File: src/perspective_point_projector_defines.svh
// ---------------------------------------------------------------------------
// Perspective point projector assertion macros
// Shared concurrent assertion forms, clocked on aclk, held off in reset.
// ---------------------------------------------------------------------------
`ifndef PERSPECTIVE_POINT_PROJECTOR_DEFINES_SVH
`define PERSPECTIVE_POINT_PROJECTOR_DEFINES_SVH

// same-cycle implication
`define PPP_ASSERT_NOW(lbl, ante, cons) \
    lbl: assert property (@(posedge aclk) disable iff (!aresetn) (ante) |-> (cons)) \
        else $error("ppp: same-cycle check failed");

// next-cycle implication
`define PPP_ASSERT_NEXT(lbl, ante, cons) \
    lbl: assert property (@(posedge aclk) disable iff (!aresetn) (ante) |=> (cons)) \
        else $error("ppp: next-cycle check failed");

`endif

File: src/ppp_pkg.sv
// ---------------------------------------------------------------------------
// Perspective point projector package
// Widths, register indexes and transfer payload types.
// ---------------------------------------------------------------------------
`timescale 1ns / 1ps
package ppp_pkg;

    localparam int COORD_BITS       = 20;
    localparam int BASIS_FRAC_BITS  = 14;
    localparam int BASIS_FIELD_BITS = 16;
    localparam int OUT_FRAC_BITS    = 4;
    localparam int SCREEN_W         = 16;
    localparam int CAM_W            = 3 * COORD_BITS;
    localparam int BASIS_W          = 3 * BASIS_FIELD_BITS;
    localparam int SCALE_W          = 12;
    localparam int MIN_DEPTH_W      = 20;
    localparam int CFG_IDX_W        = 8;
    localparam int CFG_DATA_W       = 64;

    localparam int D_W     = COORD_BITS + 1;
    localparam int MUL_W   = D_W + BASIS_FIELD_BITS;
    localparam int DOT_W   = MUL_W + 2;
    localparam int LIMIT_W = MIN_DEPTH_W + BASIS_FRAC_BITS;
    localparam int PSC_W   = SCALE_W + OUT_FRAC_BITS;
    localparam int PRJ_W   = DOT_W + PSC_W + 1;
    localparam int MAG_W   = PRJ_W - 1;
    localparam int QUOT_W  = SCREEN_W + 2;
    localparam int REM_W   = DOT_W + QUOT_W;
    localparam int RES_W   = QUOT_W + 2;

    typedef enum logic [CFG_IDX_W-1:0] {
        REG_CAM_POSITION = 8'd0,
        REG_VIEW_NORMAL  = 8'd1,
        REG_VIEW_UP      = 8'd2,
        REG_VIEW_RIGHT   = 8'd3,
        REG_PROJ_SCALE   = 8'd4,
        REG_CENTER_X     = 8'd5,
        REG_CENTER_Y     = 8'd6,
        REG_MIN_DEPTH    = 8'd7
    } cfg_reg_t;

    typedef struct packed {
        logic signed [COORD_BITS-1:0] point_x;
        logic signed [COORD_BITS-1:0] point_y;
        logic signed [COORD_BITS-1:0] point_z;
    } point_t;

    typedef struct packed {
        logic signed [SCREEN_W-1:0] screen_x;
        logic signed [SCREEN_W-1:0] screen_y;
        logic                       visible;
    } result_t;

    typedef struct packed {
        logic [CAM_W-1:0]       cam_position;
        logic [BASIS_W-1:0]     view_normal;
        logic [BASIS_W-1:0]     view_up;
        logic [BASIS_W-1:0]     view_right;
        logic [SCALE_W-1:0]     proj_scale;
        logic [SCALE_W-1:0]     center_x;
        logic [SCALE_W-1:0]     center_y;
        logic [MIN_DEPTH_W-1:0] min_depth;
    } cfg_t;

    typedef struct packed {
        logic [REM_W-1:0]  rem_x;
        logic [REM_W-1:0]  rem_y;
        logic [QUOT_W-1:0] quot_x;
        logic [QUOT_W-1:0] quot_y;
        logic [DOT_W-1:0]  den;
        logic              neg_x;
        logic              neg_y;
        logic              ovf_x;
        logic              ovf_y;
        logic              rej;
    } div_t;

endpackage

File: src/ppp_out.sv
// ---------------------------------------------------------------------------
// Projector output stage
// Applies sign and centre offset, saturates, holds the result transfer.
// ---------------------------------------------------------------------------
`timescale 1ns / 1ps
`include "perspective_point_projector_defines.svh"
module ppp_out (
    input  logic                       aclk,
    input  logic                       aresetn,
    input  logic [ppp_pkg::SCALE_W-1:0] center_x,
    input  logic [ppp_pkg::SCALE_W-1:0] center_y,
    input  logic                       in_valid,
    output logic                       in_ready,
    input  ppp_pkg::div_t              in_data,
    output logic                       m_valid,
    input  logic                       m_ready,
    output ppp_pkg::result_t           m_data
);
    import ppp_pkg::*;

    logic    m_valid_reg;
    result_t m_data_reg, m_data_next;

    function automatic logic [SCREEN_W-1:0] axis_out(
        input logic [SCALE_W-1:0] ctr,
        input logic [QUOT_W-1:0]  quot,
        input logic               neg,
        input logic               ovf
    );
        logic [QUOT_W-1:0]       q;
        logic signed [RES_W-1:0] c, qs, r;
        logic                    hi_ok;
        q  = ovf ? '1 : quot;
        c  = $signed(RES_W'({ctr, {OUT_FRAC_BITS{1'b0}}}));
        qs = $signed(RES_W'(q));
        r  = neg ? c - qs : c + qs;
        hi_ok = (r[RES_W-1:SCREEN_W-1] == '0) || (r[RES_W-1:SCREEN_W-1] == '1);
        if (hi_ok) begin
            axis_out = r[SCREEN_W-1:0];
        end else begin
            axis_out = {r[RES_W-1], {(SCREEN_W-1){~r[RES_W-1]}}};
        end
    endfunction

    always_comb begin
        m_data_next.visible  = ~in_data.rej;
        m_data_next.screen_x = '0;
        m_data_next.screen_y = '0;
        if (!in_data.rej) begin
            m_data_next.screen_x = axis_out(center_x, in_data.quot_x, in_data.neg_x,
                                            in_data.ovf_x);
            m_data_next.screen_y = axis_out(center_y, in_data.quot_y, in_data.neg_y,
                                            in_data.ovf_y);
        end
    end

    assign in_ready = ~m_valid_reg | m_ready;
    assign m_valid  = m_valid_reg;
    assign m_data   = m_data_reg;

    always_ff @(posedge aclk) begin
        if (!aresetn) begin
            m_valid_reg <= 1'b0;
        end else if (in_ready) begin
            m_valid_reg <= in_valid;
        end
    end

    always_ff @(posedge aclk) begin
        if (in_ready) m_data_reg <= m_data_next;
    end

    `PPP_ASSERT_NOW(a_hidden_zero, m_valid && !m_data.visible, m_data.screen_x == '0 && m_data.screen_y == '0)
    `PPP_ASSERT_NEXT(a_load_shows, in_valid && in_ready, m_valid)
    `PPP_ASSERT_NOW(a_stall_only_full, !in_ready, m_valid && !m_ready)

endmodule

File: config.mk
export PLATFORM = sky130hd
export DESIGN_NAME = ppp_out
export DESIGN_NICKNAME = d
export VERILOG_FILES = /design/src/ppp_pkg.sv /design/src/ppp_out.sv
export VERILOG_INCLUDE_DIRS = /design/src /design/src/src
export SDC_FILE = /design/constraint.sdc
export NUM_CORES = 1
export LEC_CHECK = 0
export BUFFER_PORTS_ARGS = -buffer_cell sky130_fd_sc_hd__buf_2
export CORE_ASPECT_RATIO = 0.5
export CORE_MARGIN = 10
export CORE_UTILIZATION = 50
export CTS_BUF_LIST = sky130_fd_sc_hd__clkbuf_16
export CTS_CLUSTER_SIZE = 16
export DETAILED_ROUTE_END_ITERATION = 10
export GPL_TIMING_DRIVEN = 1
export MAX_ROUTING_LAYER = met4
export PLACE_DENSITY = 0.91
export SETUP_SLACK_MARGIN = 0.02
export SLEW_MARGIN = 40
export SYNTH_ARGS = -nofsm -noshare
export SYNTH_HDL_FRONTEND = slang
export SYNTH_SLANG_ARGS = --single-unit
File: constraint.sdc
create_clock -name aclk -period 5.5 [get_ports aclk]
set_input_delay 0.275 -clock aclk [delete_from_list [all_inputs] [get_ports aclk]]
set_output_delay 0.275 -clock aclk [all_outputs]
set_load 0.01 [all_outputs]
Word-level counts from Yosys, hierarchy flattened. Cells that the tools add are included.

Bits in registers: 34. Latch bits: 0. Memory bits (writable): 0. Memory bits (read-only): 0. Memories kept: 0.

Add/subtract/negate cells: 4. $mul: 0. Div/mod/pow operators: 0. Magnitude comparators: 0. Equality and inequality tests: 2. Shift-type cells: 0. Muxes and demuxes: 6. Bitwise logic cells: 5. Reductions and logical operators: 4.

Operators with widths (number): 20-bit 2-to-1 mux (2); 16-bit by 18-bit adder with 19-bit output (2); 16-bit by 18-bit subtractor with 19-bit output (2); 18-bit 2-to-1 mux (2); 16-bit 2-to-1 mux (2); 5-bit == test, second input constant (2); 5-bit zero test (2); 1-bit inverter (4); 1-bit logical OR (2); 1-bit OR (1).

Logic depth before layout (Yosys ltp). Gate-level depths: netlist (run 1).

Word-level depth: 6. Mapped depth: 15.

Worst setup path before layout (run 1). No wires, ideal clock.

Path kind: input -> register. Start: input in_data[1] in the netlist's numbering. End: register m_data_reg (netlist bit m_data[6]) (data pin). Setup time: 272 ps. Arrival: 3414 ps. Slack: 1814 ps. Stages: 14. Buffers on the path: 4. Cells stage by stage: clkbuf_1 clkbuf_1 clkbuf_1 or2_2 ha_1 a21o_1 a21oi_1 a211oi_1 o41ai_1 nor3b_1 nor4_1 o41ai_2 buf_2 o21ai_0.

Longest elaborated chain between the ends: 6. Elaborated cells between the ends (all ways): 9. Classes of those cells: add/sub (2); eq/ne (1); mux (3); bitwise (1); reduce/logical (2).

Ends and longest elaborated chain: start, declared (line ppp_out.sv:14) `input ppp_pkg::div_t in_data,`; 18-bit 2-to-1 mux * (line ppp_out.sv:33) `q = ovf ? '1 : quot;`; 16-bit by 18-bit adder with 19-bit output or 16-bit by 18-bit subtractor with 19-bit output (tied branches) (line ppp_out.sv:36) `r = neg ? c - qs : c + qs;`; 20-bit 2-to-1 mux * (line ppp_out.sv:36); 5-bit == test or 5-bit zero test (tied branches) (line ppp_out.sv:37) `hi_ok = (r[RES_W-1:SCREEN_W-1] == '0) || (r[RES_W-1:SCREEN_W-1] == '1);`; 1-bit logical OR (line ppp_out.sv:37); 16-bit 2-to-1 mux * (line ppp_out.sv:38) `if (hi_ok) begin`; end signal, assigned (line ppp_out.sv:70) `if (in_ready) m_data_reg <= m_data_next;`; end, declared (line ppp_out.sv:22) `result_t m_data_reg, m_data_next;`.

Mark *: on every way between the ends. The rest lies on a longest branch, timed or not. A chain may end at the register's enable or synchronous reset.

Worst setup path after layout (run 1).
Start: input in_data[2] in the netlist's numbering. End: register m_data_reg (netlist bit m_data[22]) (data pin).

Same word-level chain as after synthesis.

==> impl_metrics.csv, run 1 <==
group,metric,value,unit
hold_path,hold_class,"primary input to register",
synthesis,yosysTopAreaCell,"edfxtp_1",
hold_path,hold_start,"in_valid",
critical_path,startpoint,"in_data[2]",
pwr,p_switching,0.386,mW
sta,timing.fmax,267,MHz
drt,vias,4498,
pwr,vdd_drop_max,0.158,mV
synthesis,synth_xor_area_frac,0.0622,
synthesis,synth_flop_cell,"edfxtp_1",
critical_path,crit_cells,11,
die,die_y,88.0,µm
critical_path,cp_slowest_cell,"o311ai_4",
drt,drtIter0Drc,310,
cts,clk_path_buf_depth,2,
critical_path,required,5.49,ns
critical_path,crit_buf_inv,1,
global_routing,grt_pass1_vias,4187,
synthesis,muxShareOfSynthArea,0.00216,
job,drv_cap,0,
hold_path,hold_depth,3,
synthesis,syn_avg_cell_area,8.13,µm²
placed_design,port_buffers,103,
sta,report.final.setup_viol,0,
synthesis,seq_area_frac_synth,0.219,
synthesis,synth.top_cell.area_share,0.214,
final_layout,largest_reg_flops,33,
drt,routed_via_density,5.86,
die,dieArea,0.0137,mm²
sta,fin_crit_sh,0.681,
synthesis,syn_nets,846,
sta,holdWs,0.271,ns
synthesis,synthAdderAreaFrac,0.152,
cts,insertion_delay,0.28,ns
critical_path,r2r_end,"m_data[27]",
final_layout,fillers,789,
pwr,comb_power_share,0.395,
cts,path_clk_slew,0.06,ns
drt,routed_wl,12400,µm
global_routing,grt_use_total,0.172,
final_layout,fin_cells,768,
critical_path,path_max_fanout,24,
sta,min_period,3.75,ns
final_layout,final_cell_mix,"103 x buf_2, 60 x inv_1, 53 x ha_1",
cts,clock_sinks,34,
critical_path,cp_top_family,"compound AO/OA/AOI/OAI gates",
placed_design,dp.cells,760,
critical_path,max_stage_delay,0.58,ns
drt,drtPass1Iterations,5,
global_routing,grt_first_pass_wirelength,19600,µm
die,start_util,0.522,
cts,root_buffer,"clkbuf_16",
synthesis,synth-edff-count,33,
cts,cts.hold.buffers_added,0,
sta,timing.final.hold_violations,0,
cts,cts_tree,"done",
synthesis,syn_inst,569,
final_layout,drive_gt1_frac,0.235,
cts,cts_buffers,5,
global_routing,grt_antenna_before_repair,0,
pwr,clkPwrFrac,0.311,
critical_path,end_kind,"register",
synthesis,synth_compound_area_frac,0.278,
drt,drc,0,
critical_path,start_kind,"primary input",
sta,rsz0062_at_grt,"no",
synthesis,synth_cell_types,71,
die,row_count,24,
outcome,status,"finished clean",
pwr,seqPwrFrac,0.294,
final_layout,synthToLayoutAreaGrowth,14.7,%
hold_path,min_to,"m_valid",
die,dieWidth,156,µm
synthesis,synthSimpleGateAreaFrac,0.192,
critical_path,critical_path.most_common_cell,"a2111oi_0",
global_routing,grt_max_degree,40,
critical_path,cp_cell_sequence,"buf_2, or2_2, ha_1, a2111oi_0, a2111oi_0, o21a_1, o221ai_1, a221oi_1, xnor2_2, o311ai_4, o31ai_1",
cts,htreeDepth,2,
critical_path,r2r_start,"m_valid",
critical_path,crit_arrival,3.74,ns
placed_design,gp_congestion,0.950,
synthesis,synth-seq-cells,34,
sta,final.setup.tns,0,ns
sta,tightest_slew,0.709,ns
sta,report.final.slew_viol_count,0,
synthesis,synth_area_leaders,"edfxtp_1 21%, ha_1 14%, a21oi_1 5.1%",
cts,postCtsSetupBuffers,0,
sta,skew,0.00581,ns
synthesis,synthesis.area,0.00463,mm²
critical_path,rr_worst_depth,2,
synthesis,synth_top_family_by_area,"compound AO/OA/AOI/OAI gates",
pwr,leakage,2.47,nW
die,design.portCount,257,
sta,max-slew-margin-rel,0.527,
placed_design,dp_hpwl,10000,µm
final_layout,antenna_cells,0,
die,core_area,0.00886,mm²
final_layout,fin_nets,927,
global_routing,grt_overflow,0,
pwr,switching_share,0.333,
drt,wire_per_inst,16.2,µm
pwr,power.internal,0.774,mW
final_layout,layout.cells.most_common,"buf_2",
drt,drtAntennaViolNets,0,
synthesis,yosysWarnings,0,
synthesis,ys_async_sr_fraction,0,
pwr,power_density,219,mW/mm²
critical_path,crit_type,"primary input to register",
critical_path,r2r_slack,3.95,ns
cts,post_cts_resized,0,
## cell usage after synthesis, drive strengths merged (6+ instances only)
master,n
o21ai,39
xnor2,24
nor2b,13
edfxtp,33
or2,25
o211ai,7
a21oi,48
or3,6
a21o,9
inv,60
o31ai,20
a31oi,8
a211oi,7
nor2,47
nand2b,7
clkbuf,20
buf,10
ha,53
xor2,8
nand2,17
nor3,17
## how the worst max path moves through the flow
stage / end / slack, ns
after floorplan: m_data[6] / 1.81
after global placement: m_data[22] / 1.34
after detailed placement: m_data[22] / 1.25
after CTS: m_data[5] / 1.54
after global routing: m_data[18] / 1.39
final: m_data[22] / 1.75
## through the flow
step	power [mW]	utilization	setup WS (ns)	area (µm²)
6_report	1.16	0.599	1.75	5310
5_1_grt	1.23	0.599	1.39	5310
4_1_cts	1.16	0.596	1.54	5280
3_5_place_dp	0.794	0.575	1.25	5090
3_3_place_gp	0.778	0.574	1.34	5090
2_1_floorplan	0.665	-	1.81	4630
## worst min-delay path: stages
cell,delay [ns]
buf_2,0.10
inv_1,0.04
a21boi_0,0.08
## layout make-up
class | count | area, µm² | area share
clock inverter | 3 | 63.8 | 0.0120
timing repair buffer | 105 | 531 | 0.100
inverter | 60 | 225 | 0.0425
tap | 117 | 146 | 0.0276
clock buffer | 5 | 125 | 0.0236
sequential | 34 | 1010 | 0.191
multi-input combinational | 444 | 3200 | 0.604
## power by group through the flow
stage | clock network (mW) | logic (mW) | registers, mW
4_1_cts | 0.364 | 0.450 | 0.341
5_1_grt | 0.377 | 0.505 | 0.344
6_report | 0.361 | 0.458 | 0.341
3_5_place_dp | 0 | 0.448 | 0.346
3_3_place_gp | 0 | 0.434 | 0.344
2_1_floorplan | 0 | 0.297 | 0.367
## cell families (layout without fill, tap and decap cells)
logic type	after synthesis	in the layout
XOR/XNOR	32	32
multiplexers	1	1
flip-flops	34	34
adder cells (fa/ha/maj)	55	55
buffers and inverters	91	173
AND/OR/NAND/NOR	166	166
AO/OA/AOI/OAI	190	190
## routing by layer
layer | vias up | wire length, µm | track usage
li1 | 2227 | - | -
met1 | 2091 | 5470 | 0.202
met2 | 165 | 6190 | 0.305
met3 | 15 | 651 | 0.0259
met4 | 0 | 120 | 0.0443
met5 | - | 0 | -
Note: power is estimated with default switching activity, not from simulation.
==> inputs of run 2 (changes only) <==
- CORE_UTILIZATION: 50 -> 46
- PLACE_DENSITY: 0.91 -> 0.85
- clock period: 5.5 -> 3.7 ns (I/O delays scaled with it)
==> run 2 against run 1 <==
  * Flip-flop and latch count stayed put
  * Critical path depth is 1 higher
  * Die area is 7.1% higher
  * Via count is 1.2% lower
  * Sequential share of layout area is 0.31 points lower
  * Worst hold slack worse by 0.11 ns
  * Critical path type unchanged
  * Largest cell class unchanged
==> impl_metrics.csv, run 2 (same netlist as run 1, synthesis figures left out) <==
group,metric,value,unit
outcome,status,"finished clean",
sta,skew,0.00487,ns
sta,rsz0062_at_grt,"no",
critical_path,path_max_fanout,14,
cts,post_cts_resized,0,
critical_path,r2r_slack,2.60,ns
global_routing,grt_pass1_vias,4400,
die,core_area,0.00963,mm²
final_layout,drive_gt1_frac,0.249,
drt,wire_per_inst,15.4,µm
global_routing,grt_use_total,0.166,
job,drv_cap,0,
critical_path,required,3.71,ns
sta,min_period,3.40,ns
critical_path,end_kind,"register",
critical_path,start_kind,"primary input",
die,start_util,0.480,
cts,postCtsSetupBuffers,0,
cts,clock_sinks,34,
sta,holdWs,0.157,ns
pwr,vdd_drop_max,0.183,mV
sta,timing.fmax,294,MHz
sta,final.setup.tns,0,ns
cts,clk_path_buf_depth,2,
global_routing,grt_antenna_before_repair,0,
cts,cts.hold.buffers_added,0,
sta,tightest_slew,0.736,ns
global_routing,use_met3,0.0218,
global_routing,top_usage_layer,"met2",
sta,max-slew-margin-rel,0.503,
sta,timing.final.hold_violations,0,
die,design.portCount,257,
critical_path,crit_type,"primary input to register",
sta,report.final.setup_viol,0,
drt,drc,0,
global_routing,grt_max_degree,40,
cts,cts_tree,"done",
global_routing,use_met2,0.287,
global_routing,grt_use_met1,0.201,
critical_path,crit_arrival,3.41,ns
drt,routed_via_density,5.57,
cts,root_buffer,"clkbuf_16",
final_layout,largest_reg_flops,33,
cts,path_clk_slew,0.06,ns
drt,drtIter0Drc,317,
cts,cts_buffers,5,
die,dieArea,0.0147,mm²
final_layout,synthToLayoutAreaGrowth,16.6,%
drt,routed_wl,12300,µm
pwr,p_total,1.72,mW
pwr,leakage,2.52,nW
placed_design,gp_congestion,0.949,
drt,drtPass1Iterations,5,
cts,insertion_delay,0.27,ns
pwr,power_density,320,mW/mm²
final_layout,layout.cells.most_common,"buf_2",
sta,fin_crit_sh,0.918,
hold_path,hold_class,"primary input to register",
placed_design,port_buffers,103,
final_layout,fin_nets,939,
die,die_y,90.9,µm
drt,vias,4442,
die,row_count,25,
final_layout,antenna_cells,0,
cts,htreeDepth,2,
placed_design,post_dp_cell_area,0.00520,mm²
sta,report.final.slew_viol_count,0,
die,dieWidth,162,µm
drt,drtAntennaViolNets,0,
placed_design,dp_hpwl,9930,µm
final_layout,final_area,0.00539,mm²
global_routing,grt_first_pass_wirelength,20600,µm
global_routing,grt_overflow,0,
final_layout,final_cell_mix,"103 x buf_2, 60 x inv_1, 53 x ha_1",
## run 2: cell types whose count changed in the layout (fill, tap and decap cells not counted)
cell      previous run  this run
a41oi_1              2         3
a41oi_2              1         0
buf_4                2        14
clkinv_1             1         0
clkinv_4             0         1
o311ai_2             0         1
o311ai_4             1         0
o41ai_2              1         2
o41ai_4              1         0
## run 2: path summary, 6_finish.rpt
| kind | depth (start not counted) | endpoint | from |
|---|---|---|---|
| worst min-delay path | 3 | m_valid | in_valid |
| worst max-delay path | 12 | m_data[3] | in_data[1] |
| worst max register to register | 2 | m_data[28] | m_valid |
| worst min register to register | 2 | m_data[5] | m_valid |
## run 2: critical path, stage by stage
cell and delay (ns):
buf_2 0.18, or2_2 0.34, ha_1 0.34, a21o_1 0.19
a21oi_1 0.25, a211oi_1 0.19, o41ai_1 0.70, nor3b_1 0.26
nor4_1 0.08, o41ai_2 0.33, buf_4 0.23, o21ai_0 0.12
## run 2: per-stage QoR
stage               utilization  setup WS [ns]  instances
finish                    0.560          0.303        798
global route              0.560          0.106        798
floorplan                     -          0.104        569
global placement          0.540          0.159        790
detailed placement        0.540         0.0926        790
CTS                       0.560          0.356        798
## run 2: cell type report
class / count / area, µm²
Fill cell: 892 / 4240
Multi-Input combinational cell: 444 / 3170
Sequential cell: 34 / 1010
Timing Repair Buffer: 117 / 621
Inverter: 60 / 225
Tap cell: 135 / 169
Clock buffer: 5 / 125
Clock inverter: 3 / 68.8
## run 2: per-layer routing
layer,vias up,part of all wire,wire [µm]
li1,2246,-,-
met1,2038,0.45,5510
met2,140,0.49,6070
met3,18,0.042,520
met4,0,0.015,178
met5,-,0,0
## run 2: report_power, final
group / internal, mW / total, mW / switching [mW]
combinational: 0.286 / 0.684 / 0.398
clock: 0.387 / 0.538 / 0.151
sequential: 0.492 / 0.503 / 0.0111
