$ cat config.mk
export PLATFORM = sky130hd
export DESIGN_NAME = ppp_div_cell
export DESIGN_NICKNAME = d
export VERILOG_FILES = /design/src/perspective_point_projector_defines.svh /design/src/ppp_pkg.sv /design/src/ppp_div_cell.sv
export SDC_FILE = /design/constraint.sdc
export NUM_CORES = 1
export LEC_CHECK = 0
export ABC_AREA = 1
export BUFFER_PORTS_ARGS = -buffer_cell sky130_fd_sc_hd__buf_2
export CAP_MARGIN = 40
export CORE_MARGIN = 10
export CORE_UTILIZATION = 45
export DETAILED_ROUTE_END_ITERATION = 6
export HOLD_SLACK_MARGIN = 0.05
export PLACE_DENSITY = 0.84
export RECOVER_POWER = 50
export SYNTH_ARGS = -nofsm -noshare
export SYNTH_HDL_FRONTEND = slang
export SYNTH_SLANG_ARGS = --single-unit
$ cat constraint.sdc
create_clock -name aclk -period 5.1 [get_ports aclk]
set_input_delay 0 -clock aclk [delete_from_list [all_inputs] [get_ports aclk]]
set_output_delay 0 -clock aclk [all_outputs]
set_load 0.05 [all_outputs]
$ cat src/perspective_point_projector_defines.svh
// ---------------------------------------------------------------------------
// Perspective point projector assertion macros
// Shared concurrent assertion forms, clocked on aclk, held off in reset.
// ---------------------------------------------------------------------------
`ifndef PERSPECTIVE_POINT_PROJECTOR_DEFINES_SVH
`define PERSPECTIVE_POINT_PROJECTOR_DEFINES_SVH

// same-cycle implication
`define PPP_ASSERT_NOW(lbl, ante, cons) \
    lbl: assert property (@(posedge aclk) disable iff (!aresetn) (ante) |-> (cons)) \
        else $error("ppp: same-cycle check failed");

// next-cycle implication
`define PPP_ASSERT_NEXT(lbl, ante, cons) \
    lbl: assert property (@(posedge aclk) disable iff (!aresetn) (ante) |=> (cons)) \
        else $error("ppp: next-cycle check failed");

`endif

$ cat src/ppp_pkg.sv
// ---------------------------------------------------------------------------
// Perspective point projector package
// Widths, register indexes and transfer payload types.
// ---------------------------------------------------------------------------
`timescale 1ns / 1ps
package ppp_pkg;

    localparam int COORD_BITS       = 20;
    localparam int BASIS_FRAC_BITS  = 14;
    localparam int BASIS_FIELD_BITS = 16;
    localparam int OUT_FRAC_BITS    = 4;
    localparam int SCREEN_W         = 16;
    localparam int CAM_W            = 3 * COORD_BITS;
    localparam int BASIS_W          = 3 * BASIS_FIELD_BITS;
    localparam int SCALE_W          = 12;
    localparam int MIN_DEPTH_W      = 20;
    localparam int CFG_IDX_W        = 8;
    localparam int CFG_DATA_W       = 64;

    localparam int D_W     = COORD_BITS + 1;
    localparam int MUL_W   = D_W + BASIS_FIELD_BITS;
    localparam int DOT_W   = MUL_W + 2;
    localparam int LIMIT_W = MIN_DEPTH_W + BASIS_FRAC_BITS;
    localparam int PSC_W   = SCALE_W + OUT_FRAC_BITS;
    localparam int PRJ_W   = DOT_W + PSC_W + 1;
    localparam int MAG_W   = PRJ_W - 1;
    localparam int QUOT_W  = SCREEN_W + 2;
    localparam int REM_W   = DOT_W + QUOT_W;
    localparam int RES_W   = QUOT_W + 2;

    typedef enum logic [CFG_IDX_W-1:0] {
        REG_CAM_POSITION = 8'd0,
        REG_VIEW_NORMAL  = 8'd1,
        REG_VIEW_UP      = 8'd2,
        REG_VIEW_RIGHT   = 8'd3,
        REG_PROJ_SCALE   = 8'd4,
        REG_CENTER_X     = 8'd5,
        REG_CENTER_Y     = 8'd6,
        REG_MIN_DEPTH    = 8'd7
    } cfg_reg_t;

    typedef struct packed {
        logic signed [COORD_BITS-1:0] point_x;
        logic signed [COORD_BITS-1:0] point_y;
        logic signed [COORD_BITS-1:0] point_z;
    } point_t;

    typedef struct packed {
        logic signed [SCREEN_W-1:0] screen_x;
        logic signed [SCREEN_W-1:0] screen_y;
        logic                       visible;
    } result_t;

    typedef struct packed {
        logic [CAM_W-1:0]       cam_position;
        logic [BASIS_W-1:0]     view_normal;
        logic [BASIS_W-1:0]     view_up;
        logic [BASIS_W-1:0]     view_right;
        logic [SCALE_W-1:0]     proj_scale;
        logic [SCALE_W-1:0]     center_x;
        logic [SCALE_W-1:0]     center_y;
        logic [MIN_DEPTH_W-1:0] min_depth;
    } cfg_t;

    typedef struct packed {
        logic [REM_W-1:0]  rem_x;
        logic [REM_W-1:0]  rem_y;
        logic [QUOT_W-1:0] quot_x;
        logic [QUOT_W-1:0] quot_y;
        logic [DOT_W-1:0]  den;
        logic              neg_x;
        logic              neg_y;
        logic              ovf_x;
        logic              ovf_y;
        logic              rej;
    } div_t;

endpackage

$ cat src/ppp_div_cell.sv
// ---------------------------------------------------------------------------
// Projector divider cell
// One restoring quotient bit per axis; hands the partial result onwards.
// ---------------------------------------------------------------------------
`timescale 1ns / 1ps
module ppp_div_cell (
    input  logic          aclk,
    input  logic          aresetn,
    input  logic          in_valid,
    output logic          in_ready,
    input  ppp_pkg::div_t in_data,
    output logic          out_valid,
    input  logic          out_ready,
    output ppp_pkg::div_t out_data
);
    import ppp_pkg::*;

    logic             vld_reg;
    div_t             data_reg, data_next;
    logic [REM_W-1:0] den_sh, rx, ry;
    logic             gex, gey;

    assign in_ready  = ~vld_reg | out_ready;
    assign out_valid = vld_reg;
    assign out_data  = data_reg;

    always_comb begin
        den_sh    = REM_W'({in_data.den, {(QUOT_W-1){1'b0}}});
        gex       = in_data.rem_x >= den_sh;
        gey       = in_data.rem_y >= den_sh;
        rx        = gex ? in_data.rem_x - den_sh : in_data.rem_x;
        ry        = gey ? in_data.rem_y - den_sh : in_data.rem_y;
        data_next        = in_data;
        data_next.rem_x  = {rx[REM_W-2:0], 1'b0};
        data_next.rem_y  = {ry[REM_W-2:0], 1'b0};
        data_next.quot_x = {in_data.quot_x[QUOT_W-2:0], gex};
        data_next.quot_y = {in_data.quot_y[QUOT_W-2:0], gey};
    end

    always_ff @(posedge aclk) begin
        if (!aresetn) begin
            vld_reg <= 1'b0;
        end else if (in_ready) begin
            vld_reg <= in_valid;
        end
    end

    always_ff @(posedge aclk) begin
        if (in_ready) data_reg <= data_next;
    end

endmodule

# Yosys cells after proc, flatten, opt, wreduce, memory -nomap -nowiden
# Cells that the tools add are included.
[classes]
addsub = 2
order_cmp = 2
muxes = 2
bitwise_logic = 2
[ops]
columns = ["op", "count"]
rows = [
  ["greater-or-equal comparator 57 x 56 -> 1 bit", 2],
  ["2-to-1 mux 56 bit", 2],
  ["subtractor 56 bit", 2],
  ["NOT 1 bit", 1],
  ["bitwise OR 1 bit", 1],
]
[word_totals]
ff_bits = 193
in_bits = 198
output_inout_bits = 196
word_cells = 19

# Depth between registers and ports, before layout
# Gate-level depths: netlist of run 1.
[depth]
depth_word = 2
depth_mapped = 16
ltp_nobuf = 15

# Worst setup path after synthesis of run 1
# OpenSTA, ideal clock, no wires.
[synth_timing]
path_kind = "reg-to-reg"
startpoint = "register vld_reg (netlist: out_valid)"
endpoint = "register data_reg, in the netlist out_data[0], enable pin"
setup_time_ns = 1.631
arrival_ns = 4.128
t_required_ns = 3.469
slack_ns = -0.659
stages_incl_launch_ff = 2
n_path_buf = 0
path_cell_list = "dfxtp_1 > nand2_1"
[synth_between]
elab_chain_cells = 2
[synth_rtl]
columns = ["item", "line_no", "source"]
rows = [
  ["start, declared", "ppp_div_cell.sv:18", "logic vld_reg;"],
  ["start signal, assigned", "ppp_div_cell.sv:44", "vld_reg <= in_valid;"],
  ["NOT 1 bit", "ppp_div_cell.sv:23", "assign in_ready = ~vld_reg | out_ready;"],
  ["bitwise OR 1 bit", "ppp_div_cell.sv:23", ""],
  ["named net in_ready", "ppp_div_cell.sv:10", "output logic in_ready,"],
  ["end signal, assigned", "ppp_div_cell.sv:49", "if (in_ready) data_reg <= data_next;"],
  ["end, declared", "ppp_div_cell.sv:19", "div_t data_reg, data_next;"],
]
# The timed path passes the listed nets, and every way through them passes these cells.
# A chain may end at the register's enable or synchronous reset.

# Final worst setup path of run 1
[layout_timing]
startpoint = "input port in_data[5] (netlist bit)"
endpoint = "register data_reg, in the netlist out_data[165] (data pin)"
[layout_between]
elab_chain_cells = 2
[layout_rtl]
columns = ["item", "line_no", "source"]
rows = [
  ["start, declared", "ppp_div_cell.sv:11", "input ppp_pkg::div_t in_data,"],
  ["subtractor 56 bit or greater-or-equal comparator 57 x 56 -> 1 bit (tied branches)", "ppp_div_cell.sv:31, ppp_div_cell.sv:29", ""],
  ["2-to-1 mux 56 bit *", "ppp_div_cell.sv:31", "rx = gex ? in_data.rem_x - den_sh : in_data.rem_x;"],
  ["named net rx[27]", "ppp_div_cell.sv:20", "logic [REM_W-1:0] den_sh, rx, ry;"],
]
# The timed path passes the listed nets; every way through them passes the cells marked *.

==> flow_summary.ini, run 1 <==
[place]
place.gp.congestion = 0.939
post_dp_cell_area_mm2 = 0.0159
hpwl_um = 41400
port_buffers = 389

[logic_synthesis]
synth-edff-count = 192
synth.yosys.warnings = 0
synth_top_area_frac = 0.427
synthArstFlopShare = 0
synthesis.area_per_instance_um2 = 7.51
synth-main-ff-cell = sky130_fd_sc_hd__edfxtp_1
post-synth-top-count-cell = sky130_fd_sc_hd__nand2_1
synth.cell_area_mm2 = 0.0135
synth_seq_area_share = 0.428
ys_ff_latch = 193
syn_inst = 1799
netlist_top_cells_count = sky130_fd_sc_hd__nand2_1 (617), sky130_fd_sc_hd__inv_1 (314), sky130_fd_sc_hd__edfxtp_1 (192)
yosysUniqueCellTypes = 37
ys_top_cells_by_area = sky130_fd_sc_hd__edfxtp_1 (43%), sky130_fd_sc_hd__nand2_1 (17%), sky130_fd_sc_hd__inv_1 (8.7%), sky130_fd_sc_hd__ha_1 (7.2%), sky130_fd_sc_hd__nand3_1 (5.5%)
top_cell_type_by_total_area_after_synthesis = sky130_fd_sc_hd__edfxtp_1

[sta]
max_clock_freq_ghz = 0.344
slew_violations = 0
max_slew_margin = 0.361
finalSetupTns_ns = 0
worst-slew-pin-transition_ns = 0.959
clock-skew-final_ns = 0.0130
fin_hold_ws_ns = 0.275
timing.final.crit_period_ns = 2.90
grt_setup_unrepaired = no
finalHoldViolCount = 0
timing.final.setup_violations = 0
timing.final.crit_share = 0.570

[worst_setup_path]
startpoint_kind_of_the_worst_setup_timing_path = primary input
crit_required_ns = 5.29
worst_path_dominant_cell_family = buffers and inverters
cp_data_arrival_time_ns = 3.10
cp_slowest_stage_delay_ns = 0.52
cp_slowest_cell = sky130_fd_sc_hd__dlygate4sd3_1
timing_worst_setup_path_type = primary input to flop
r2r-start = out_valid$_SDFFE_PN0P_
crit_fanout = 35
cp_cell_sequence = dlygate4sd3_1, clkbuf_1, ha_1, inv_1, fa_1, nand2_1, nand3_1, nand3_1, nand2_2, nand3_1, nand4_4, buf_16, nand2_1, o21ai_1
critical_path.n_buffers_inverters = 4
timing.reg2reg.worst_path_depth = 2
ff2ff_setup_slack_ns = 2.92
path_common_cell = sky130_fd_sc_hd__nand3_1
worstSetupEndpointType = flop
worst_r2r_endpoint = out_data[33]$_DFFE_PP_

[clocking]
clock_tree.buffer_depth = 2
ctsResizeCount = 0
cts_hold_buffers = 192
cts_tree = yes
cts.repair_timing.setup_buffer_count = 0
clkLatencyLatePin_ns = 0.45
tritoncts_num_sinks = 193
cts_inserted_buffers = 17
h-tree-depth = 4
clk_pin_slew_ns = 0.09
root_buffer = sky130_fd_sc_hd__clkbuf_16

[finish]
fin_area_mm2 = 0.0180
layout-drive-gt1-share = 0.0972
syn2layout_area_growth_pct = 33.4
final_nets = 2662
utilization = 0.608

[global_routing]
antenna_violations_before_repair = 3
globalRouteMet1Util = 0.316
busiest_layer = met2
vias_in_the_first_global_route = 14497
groute.usage.overall = 0.275
grt.met2_usage = 0.491
grt_util_met3 = 0.0512
grt_overflow = 0
grt_max_degree = 124
grt_first_pass_wirelength_um = 81400

[hold_path]
hold_path_end = out_data[70]$_DFFE_PP_
min_delay_startpoint = in_data[69]
hold_path_depth = 2
timing.hold.worst.class = primary input to flop

[power]
power_per_cell_area_mw_per_mm2 = 300
p_leak_uw = 0.00877
power.total_uw = 5410
vdd.ir_drop.worst_mv = 0.166

[routing]
drt-wirelength-per-cell_um = 19.2
drt_first_iter_violations = 1016
first_pass_iters = 6
drt_drc_violations_left = 0
via_per_inst = 5.07
wl_um = 53500
postRouteAntennaNets = 0
vias = 14149

[flow_run]
cap_violations = 0

[floorplanning]
std_cell_rows = 63
fp.dieArea_mm2 = 0.0374
top_level_ports = 394
die_width_um = 193
initial_core_util = 0.456
core_region_area_mm2 = 0.0296
die_h_um = 193

[status]
run_status = complete, no violations
metal layers:
layer,up-vias,routed length [um]
li1,6899,-
met1,6515,20700
met2,630,26900
met3,105,3890
met4,0,2080
met5,-,0
placed cells by master, fill, tap and decap left out, drive strengths merged, types with 3 or more instances in the layout:
cell / instances
nand4: 12
o21bai: 16
a21boi: 3
nand3b: 13
nor4: 5
a21oi: 51
inv: 335
edfxtp: 192
nand2: 628
clkinv: 6
buf: 142
diode: 3
ha: 78
o21ai: 39
dlygate4sd3: 192
xor2: 39
nor2: 180
clkbuf: 271
nand3: 159
nor3: 20
or2: 3
stage by stage:
step | setup slack, ns | instances
2_1_floorplan | 1.45 | 1800
3_3_place_gp | 2.25 | 2561
3_5_place_dp | 2.47 | 2563
4_1_cts | 2.37 | 2787
5_1_grt | 2.03 | 2790
6_report | 2.20 | 2790
cell type report:
cell class                      instances  area (um^2)
Antenna cell                            3         7.51
Multi-Input combinational cell       1256         6330
Inverter                              329         1230
Fill cell                            2717        11600
Tap cell                              390          488
Sequential cell                       193         5790
Timing Repair Buffer                  587         3620
Clock inverter                         14          124
Clock buffer                           18          439
state kept, by name, indices dropped and copies added, names as in the netlist:
signal,count
out_valid,1
out_data,192
worst max-delay path by stage:
stage,start,end,cells past startpoint
finish,in_data[5],out_data[165]$_DFFE_PP_,14
floorplan,out_valid$_SDFFE_PN0P_,out_data[0]$_DFFE_PP_,1
global placement,in_data[36],out_data[191]$_DFFE_PP_,11
global route,in_data[5],out_data[126]$_DFFE_PP_,16
CTS,in_data[36],out_data[156]$_DFFE_PP_,13
detailed placement,in_data[36],out_data[162]$_DFFE_PP_,12
kinds of logic after synthesis:
family / synth area share
compound gates: 0.0448
buf+inv: 0.106
xor+xnor: 0.0266
other cells: 0.000277
simple gates: 0.319
flops: 0.428
fa+ha+maj: 0.0752
report_power, final:
| group | internal, uW | switching [uW] |
|---|---|---|
| clock network | 656 | 679 |
| logic | 522 | 1510 |
| registers | 1980 | 59.1 |
| total | 3150 | 2250 |
(Power assumes the default switching activity.)
==> run 2: changes to the inputs <==
- clock period: 5.1 -> 2.45 ns (I/O delays scaled with it)
==> run 2 against run 1 <==
The flow now finishes with violations (DRC). Sequential share of layout area is 1.3 points lower. Non-clock buffer count is 26 higher. Utilization is 2.6 points higher. Routed wire length is 5.2% higher. Sequential power is 110% higher. Clock skew is 0.0040 ns lower. Critical path depth is 2 lower. Combinational power is 120% higher.
==> flow_summary.ini, run 2 (synthesis results as in run 1) <==
[status]
run_status = complete, but fails checks
violations = DRC

[clocking]
clkLatencyLatePin_ns = 0.46
root_buffer = sky130_fd_sc_hd__clkbuf_16
clk_pin_slew_ns = 0.08
clock_tree.buffer_depth = 2
cts_inserted_buffers = 17
h-tree-depth = 4
tritoncts_num_sinks = 193
cts_tree = yes

[finish]
fin_area_mm2 = 0.0188
syn2layout_area_growth_pct = 39.1
final_nets = 2688
final_common_cell = sky130_fd_sc_hd__nand2_1
max_reg_flops = 192
layout_common_cells = sky130_fd_sc_hd__nand2_1 (614), sky130_fd_sc_hd__buf_2 (348), sky130_fd_sc_hd__inv_1 (312), sky130_fd_sc_hd__dlygate4sd3_1 (192), sky130_fd_sc_hd__edfxtp_1 (192)
layout-drive-gt1-share = 0.205

[routing]
drt_drc_violations_left = 1
drt-wirelength-per-cell_um = 20.0
postRouteAntennaNets = 0
first_pass_iters = 7
wl_um = 56300
via_per_inst = 5.15
vias = 14484
drt_first_iter_violations = 1047

[power]
seq_power_share = 0.363
p_switching_uw = 4730
intPower_uw = 6940
clk_pwr_share = 0.253
power.total_uw = 11700
p_comb_frac = 0.385
p_leak_uw = 0.00956
vdd.ir_drop.worst_mv = 0.354
power_per_cell_area_mw_per_mm2 = 621
power_switching_share = 0.406

[worst_setup_path]
timing_worst_setup_path_type = primary input to flop
worst_r2r_endpoint = out_valid$_SDFFE_PN0P_
timing.reg2reg.worst_path_depth = 3
worstSetupEndpointType = flop
crit_required_ns = 2.66
crit_path_start = in_data[15]
ff2ff_setup_slack_ns = 0.62
startpoint_kind_of_the_worst_setup_timing_path = primary input
cp_data_arrival_time_ns = 2.62
r2r-start = out_valid$_SDFFE_PN0P_
critical_path_sink = out_data[182]$_DFFE_PP_
crit_fanout = 4

[sta]
slew_violations = 0
clock-skew-final_ns = 0.00898
finalHoldViolCount = 0
max_clock_freq_ghz = 0.415
timing.final.crit_share = 0.983
fin_hold_ws_ns = 0.187
timing.final.setup_violations = 0
worst-slew-pin-transition_ns = 0.594
max_slew_margin = 0.600
timing.final.crit_period_ns = 2.41

[global_routing]
grt_first_pass_wirelength_um = 83900
vias_in_the_first_global_route = 14711
antenna_violations_before_repair = 2
groute.usage.overall = 0.285
grt_max_degree = 60
grt_overflow = 0

[place]
hpwl_um = 42700
post_dp_cell_area_mm2 = 0.0161
place.gp.congestion = 0.968
port_buffers = 389

[floorplanning]
top_level_ports = 394
fp.dieArea_mm2 = 0.0374
core_region_area_mm2 = 0.0296
die_h_um = 193
die_width_um = 193
std_cell_rows = 63
initial_core_util = 0.456

[hold_path]
timing.hold.worst.class = primary input to flop
min_delay_startpoint = in_data[154]

[flow_run]
cap_violations = 0
[run 2: cell types whose count changed in the layout (fill, tap and decap cells not counted), moves of 5 or more]
| cell | change |
|---|---|
| sky130_fd_sc_hd__buf_12 | +10 |
| sky130_fd_sc_hd__buf_2 | +212 |
| sky130_fd_sc_hd__buf_4 | +16 |
| sky130_fd_sc_hd__clkbuf_1 | -211 |
| sky130_fd_sc_hd__ha_1 | -7 |
| sky130_fd_sc_hd__ha_4 | +5 |
| sky130_fd_sc_hd__nor2_1 | -6 |
| sky130_fd_sc_hd__nor2_2 | +6 |
[run 2: power by group through the flow]
| stage | Clock (uW) | Combinational (uW) | Sequential [uW] |
|---|---|---|---|
| 6_report | 2950 | 4490 | 4230 |
| 5_1_grt | 3110 | 4770 | 4270 |
| 4_1_cts | 2980 | 4360 | 4220 |
| 3_5_place_dp | 0 | 4090 | 4290 |
| 3_3_place_gp | 0 | 4060 | 4280 |
| 2_1_floorplan | 0 | 1510 | 5700 |
[run 2: worst min-delay path by stage]
stage,endpoint,cells after the start
after detailed placement,out_data[64]$_DFFE_PP_,1
after CTS,out_data[155]$_DFFE_PP_,6
final,out_data[155]$_DFFE_PP_,6
after floorplan,out_data[0]$_DFFE_PP_,0
after global placement,out_data[70]$_DFFE_PP_,1
after global routing,out_data[155]$_DFFE_PP_,6
[run 2: through the flow]
stage                     setup WS, ns  std cells  utilization  TNS (ns)
final                           0.0405       2815        0.634         0
after floorplan                  0.461       1800            -         0
after detailed placement      -0.00119       2584        0.543  -0.00119
after global routing           -0.0112       2815        0.634   -0.0160
after global placement          0.0489       2584        0.543         0
after CTS                       0.0105       2808        0.628         0
[run 2: worst max-delay path, cell delays in order]
cell	delay, ns
sky130_fd_sc_hd__dlygate4sd3_1	0.53
sky130_fd_sc_hd__clkbuf_1	0.16
sky130_fd_sc_hd__inv_1	0.11
sky130_fd_sc_hd__ha_1	0.38
sky130_fd_sc_hd__nand2_1	0.20
sky130_fd_sc_hd__inv_2	0.05
sky130_fd_sc_hd__a21oi_1	0.22
sky130_fd_sc_hd__nand2_1	0.13
sky130_fd_sc_hd__o21ai_0	0.51
sky130_fd_sc_hd__nand3b_1	0.15
sky130_fd_sc_hd__nand3_1	0.11
sky130_fd_sc_hd__nand2_1	0.06
[run 2: layer usage]
layer / GRT usage / routed length [um] / up-vias
li1: - / - / 6942
met1: 0.323 / 21900 / 6724
met2: 0.510 / 28200 / 687
met3: 0.0593 / 3850 / 131
met4: 0.113 / 2300 / 0
met5: 0 / 0 / -
[run 2: layout make-up]
class                   instances  area, um^2
clock inverters                13         151
diodes                          2        5.00
flip-flops and latches        193        5790
multi-input cells            1256        6480
repair buffers                613        4200
clock buffers                  19         443
well taps                     390         488
inverters                     329        1240
fillers                      2551       10800
[run 2: what timing repair did]
action	4_1_cts	5_1_grt
setup endpoints to repair	0	62
setup buffers	0	3
hold buffers	192	0
hold endpoints to repair	191	0
resized for setup	0	32
==> run 3: changes to the inputs <==
- ABC_AREA: 1 -> 0
- GPL_TIMING_DRIVEN: default -> 0
- PLACE_DENSITY: 0.84 -> 0.86
- RECOVER_POWER: 50 -> 100
==> run 3 against run 2 <==
The flow finishes with violations (DRC, setup timing). Sequential share of layout area is 1.5 points higher. Via count is 20% lower. Power up 5.0%. Synthesized cell count down 45%.
==> flow_summary.ini, run 3 <==
[status]
run_status = complete, but fails checks
violations = DRC, setup timing

[logic_synthesis]
post-synth-top-count-cell = sky130_fd_sc_hd__edfxtp_1
synth.yosys.warnings = 0
synth-main-ff-cell = sky130_fd_sc_hd__edfxtp_1
synthArstFlopShare = 0
ys_top_cells_by_area = sky130_fd_sc_hd__edfxtp_1 (51%), sky130_fd_sc_hd__ha_1 (8.7%), sky130_fd_sc_hd__a21oi_1 (4.8%), sky130_fd_sc_hd__xnor2_1 (3.5%), sky130_fd_sc_hd__nor2_1 (2.9%)
ys_ff_latch = 193
synth_seq_area_share = 0.516
top_cell_type_by_total_area_after_synthesis = sky130_fd_sc_hd__edfxtp_1
synth-edff-count = 192
synth.cell_area_mm2 = 0.0112
synth_top_area_frac = 0.515
syn_inst = 982
netlist_top_cells_count = sky130_fd_sc_hd__edfxtp_1 (192), sky130_fd_sc_hd__a21oi_1 (107), sky130_fd_sc_hd__nor2_1 (86)
synthesis.area_per_instance_um2 = 11.4
yosysUniqueCellTypes = 72

[clocking]
clk_pin_slew_ns = 0.08
clock_tree.buffer_depth = 2
cts_tree = yes
tritoncts_num_sinks = 193
root_buffer = sky130_fd_sc_hd__clkbuf_16
clkLatencyLatePin_ns = 0.44
cts_inserted_buffers = 17
h-tree-depth = 4

[global_routing]
grt_first_pass_wirelength_um = 70100
grt_max_degree = 69
groute.usage.overall = 0.291
grt_overflow = 0
antenna_violations_before_repair = 12
vias_in_the_first_global_route = 11619

[place]
hpwl_um = 32100
port_buffers = 389
place_inst = 1699
post-place-ws_ns = -1.30
place.gp.congestion = 0.917

[finish]
max_reg_flops = 192
final_nets = 1906
final_common_cell = sky130_fd_sc_hd__buf_2
area_of_the_multi_input_gates_mm2 = 0.00603
sequential_cell_area_mm2 = 0.00579
n_fill_cell = 1505
syn2layout_area_growth_pct = 60.2
layoutNonFillerInstCount = 1972
layout_common_cells = sky130_fd_sc_hd__buf_2 (371), sky130_fd_sc_hd__dlygate4sd3_1 (195), sky130_fd_sc_hd__edfxtp_1 (192), sky130_fd_sc_hd__a21oi_1 (85), sky130_fd_sc_hd__nor2_1 (52)
layout-drive-gt1-share = 0.413
utilization = 0.736

[sta]
clock-skew-final_ns = 0.0176
max_clock_freq_ghz = 0.379
final_worst_setup_slack_ns = -0.188
timing.final.crit_share = 1.08
finalHoldViolCount = 0
worst-slew-pin-transition_ns = 0.644
slew_violations = 0
timing.final.crit_period_ns = 2.64
finalSetupTns_ns = -8.72
grt_setup_unrepaired = yes
timing.final.setup_violations = 78
fin_hold_ws_ns = 0.118
max_slew_margin = 0.560

[routing]
vias = 11618
drt-wirelength-per-cell_um = 25.7
via_per_inst = 5.89
postRouteAntennaNets = 0
drt_drc_violations_left = 4
wl_um = 50700
first_pass_iters = 7
drt_first_iter_violations = 1161

[worst_setup_path]
cp_data_arrival_time_ns = 2.83
crit_fanout = 4
crit_required_ns = 2.64
ff2ff_setup_slack_ns = 0.79
startpoint_kind_of_the_worst_setup_timing_path = primary input
worstSetupEndpointType = flop
timing_worst_setup_path_type = primary input to flop

[floorplanning]
initial_core_util = 0.459
std_cell_rows = 57
die_width_um = 178
top_level_ports = 394
fp.dieArea_mm2 = 0.0316
die_h_um = 178
core_region_area_mm2 = 0.0244

[flow_run]
cap_violations = 0

[power]
p_leak_uw = 0.00772
vdd.ir_drop.worst_mv = 0.415
power_per_cell_area_mw_per_mm2 = 682

[hold_path]
timing.hold.worst.class = primary input to flop
-- run 3: cell types whose count changed in the layout (fill, tap and decap cells not counted), sizes merged, moves of 22 or more --
cell and delta:
buf +58, xnor2 +43, nand3 -143, clkbuf -22
a21oi +76, a21o +31, nor2 -94, inv -267
mux2 +28, nand2 -581
-- run 3: metal layers --
layer	track usage	share of wire	vias to the layer above
li1	-	-	4992
met1	0.327	0.35	5500
met2	0.501	0.49	889
met3	0.0765	0.10	225
met4	0.143	0.063	12
met5	0	0.0014	-
-- run 3: final cells by class --
type                            count  area share
Multi-Input combinational cell    704       0.336
Sequential cell                   193       0.322
Timing Repair Buffer              629       0.251
Clock buffer                       17      0.0237
Tap cell                          324      0.0226
Buffer                             25      0.0168
Inverter                           58      0.0142
Clock inverter                     15      0.0125
Antenna cell                        7    0.000976
-- run 3: path summary, 6_finish.rpt --
| kind | start | end | cells after the start |
|---|---|---|---|
| worst max-delay path | in_data[6] | out_data[135]$_DFFE_PP_ | 12 |
| worst min-delay path | in_data[98] | out_data[99]$_DFFE_PP_ | 3 |
| worst max register to register | out_valid$_SDFFE_PN0P_ | out_valid$_SDFFE_PN0P_ | 4 |
| worst min register to register | out_valid$_SDFFE_PN0P_ | out_data[67]$_DFFE_PP_ | 1 |
-- run 3: stage by stage --
stage	cell area (um^2)	power (uW)
global route	17900	12600
detailed placement	13900	8310
finish	18000	12200
floorplan	11500	7240
global placement	13900	8240
CTS	17200	11800
-- run 3: timing repair --
item	4_1_cts	5_1_grt
hold buffers	189	6
resized for setup	123	104
gates cloned	2	5
setup endpoints to repair	80	80
pin swaps	24	25
endpoints found under the hold margin	191	8
setup buffers	26	16
-- run 3: kinds of logic after synthesis --
group | after synthesis | synth area share
flops | 193 | 0.516
other cells | 1 | 0.000335
fa+ha+maj | 80 | 0.0907
mux | 28 | 0.0318
xor+xnor | 70 | 0.0547
buf+inv | 86 | 0.0357
simple gates | 235 | 0.101
compound gates | 289 | 0.170
-- run 3: critical path: stages --
cell                       delay [ns]
sky130_fd_sc_hd__buf_2           0.11
sky130_fd_sc_hd__inv_1           0.20
sky130_fd_sc_hd__ha_1            0.28
sky130_fd_sc_hd__nor2b_1         0.15
sky130_fd_sc_hd__o31a_1          0.30
sky130_fd_sc_hd__o221ai_4        0.27
sky130_fd_sc_hd__a21oi_2         0.15
sky130_fd_sc_hd__o31ai_2         0.44
sky130_fd_sc_hd__a21oi_2         0.17
sky130_fd_sc_hd__a41oi_1         0.35
sky130_fd_sc_hd__xnor2_1         0.12
sky130_fd_sc_hd__mux2_2          0.28
-- run 3: where the power goes --
group / switching [uW] / internal, uW / total, uW / leakage, uW
Sequential: 134 / 4130 / 4270 / 0.00199
Clock: 1570 / 1520 / 3080 / 0.000313
Combinational: 3230 / 1670 / 4900 / 0.00542
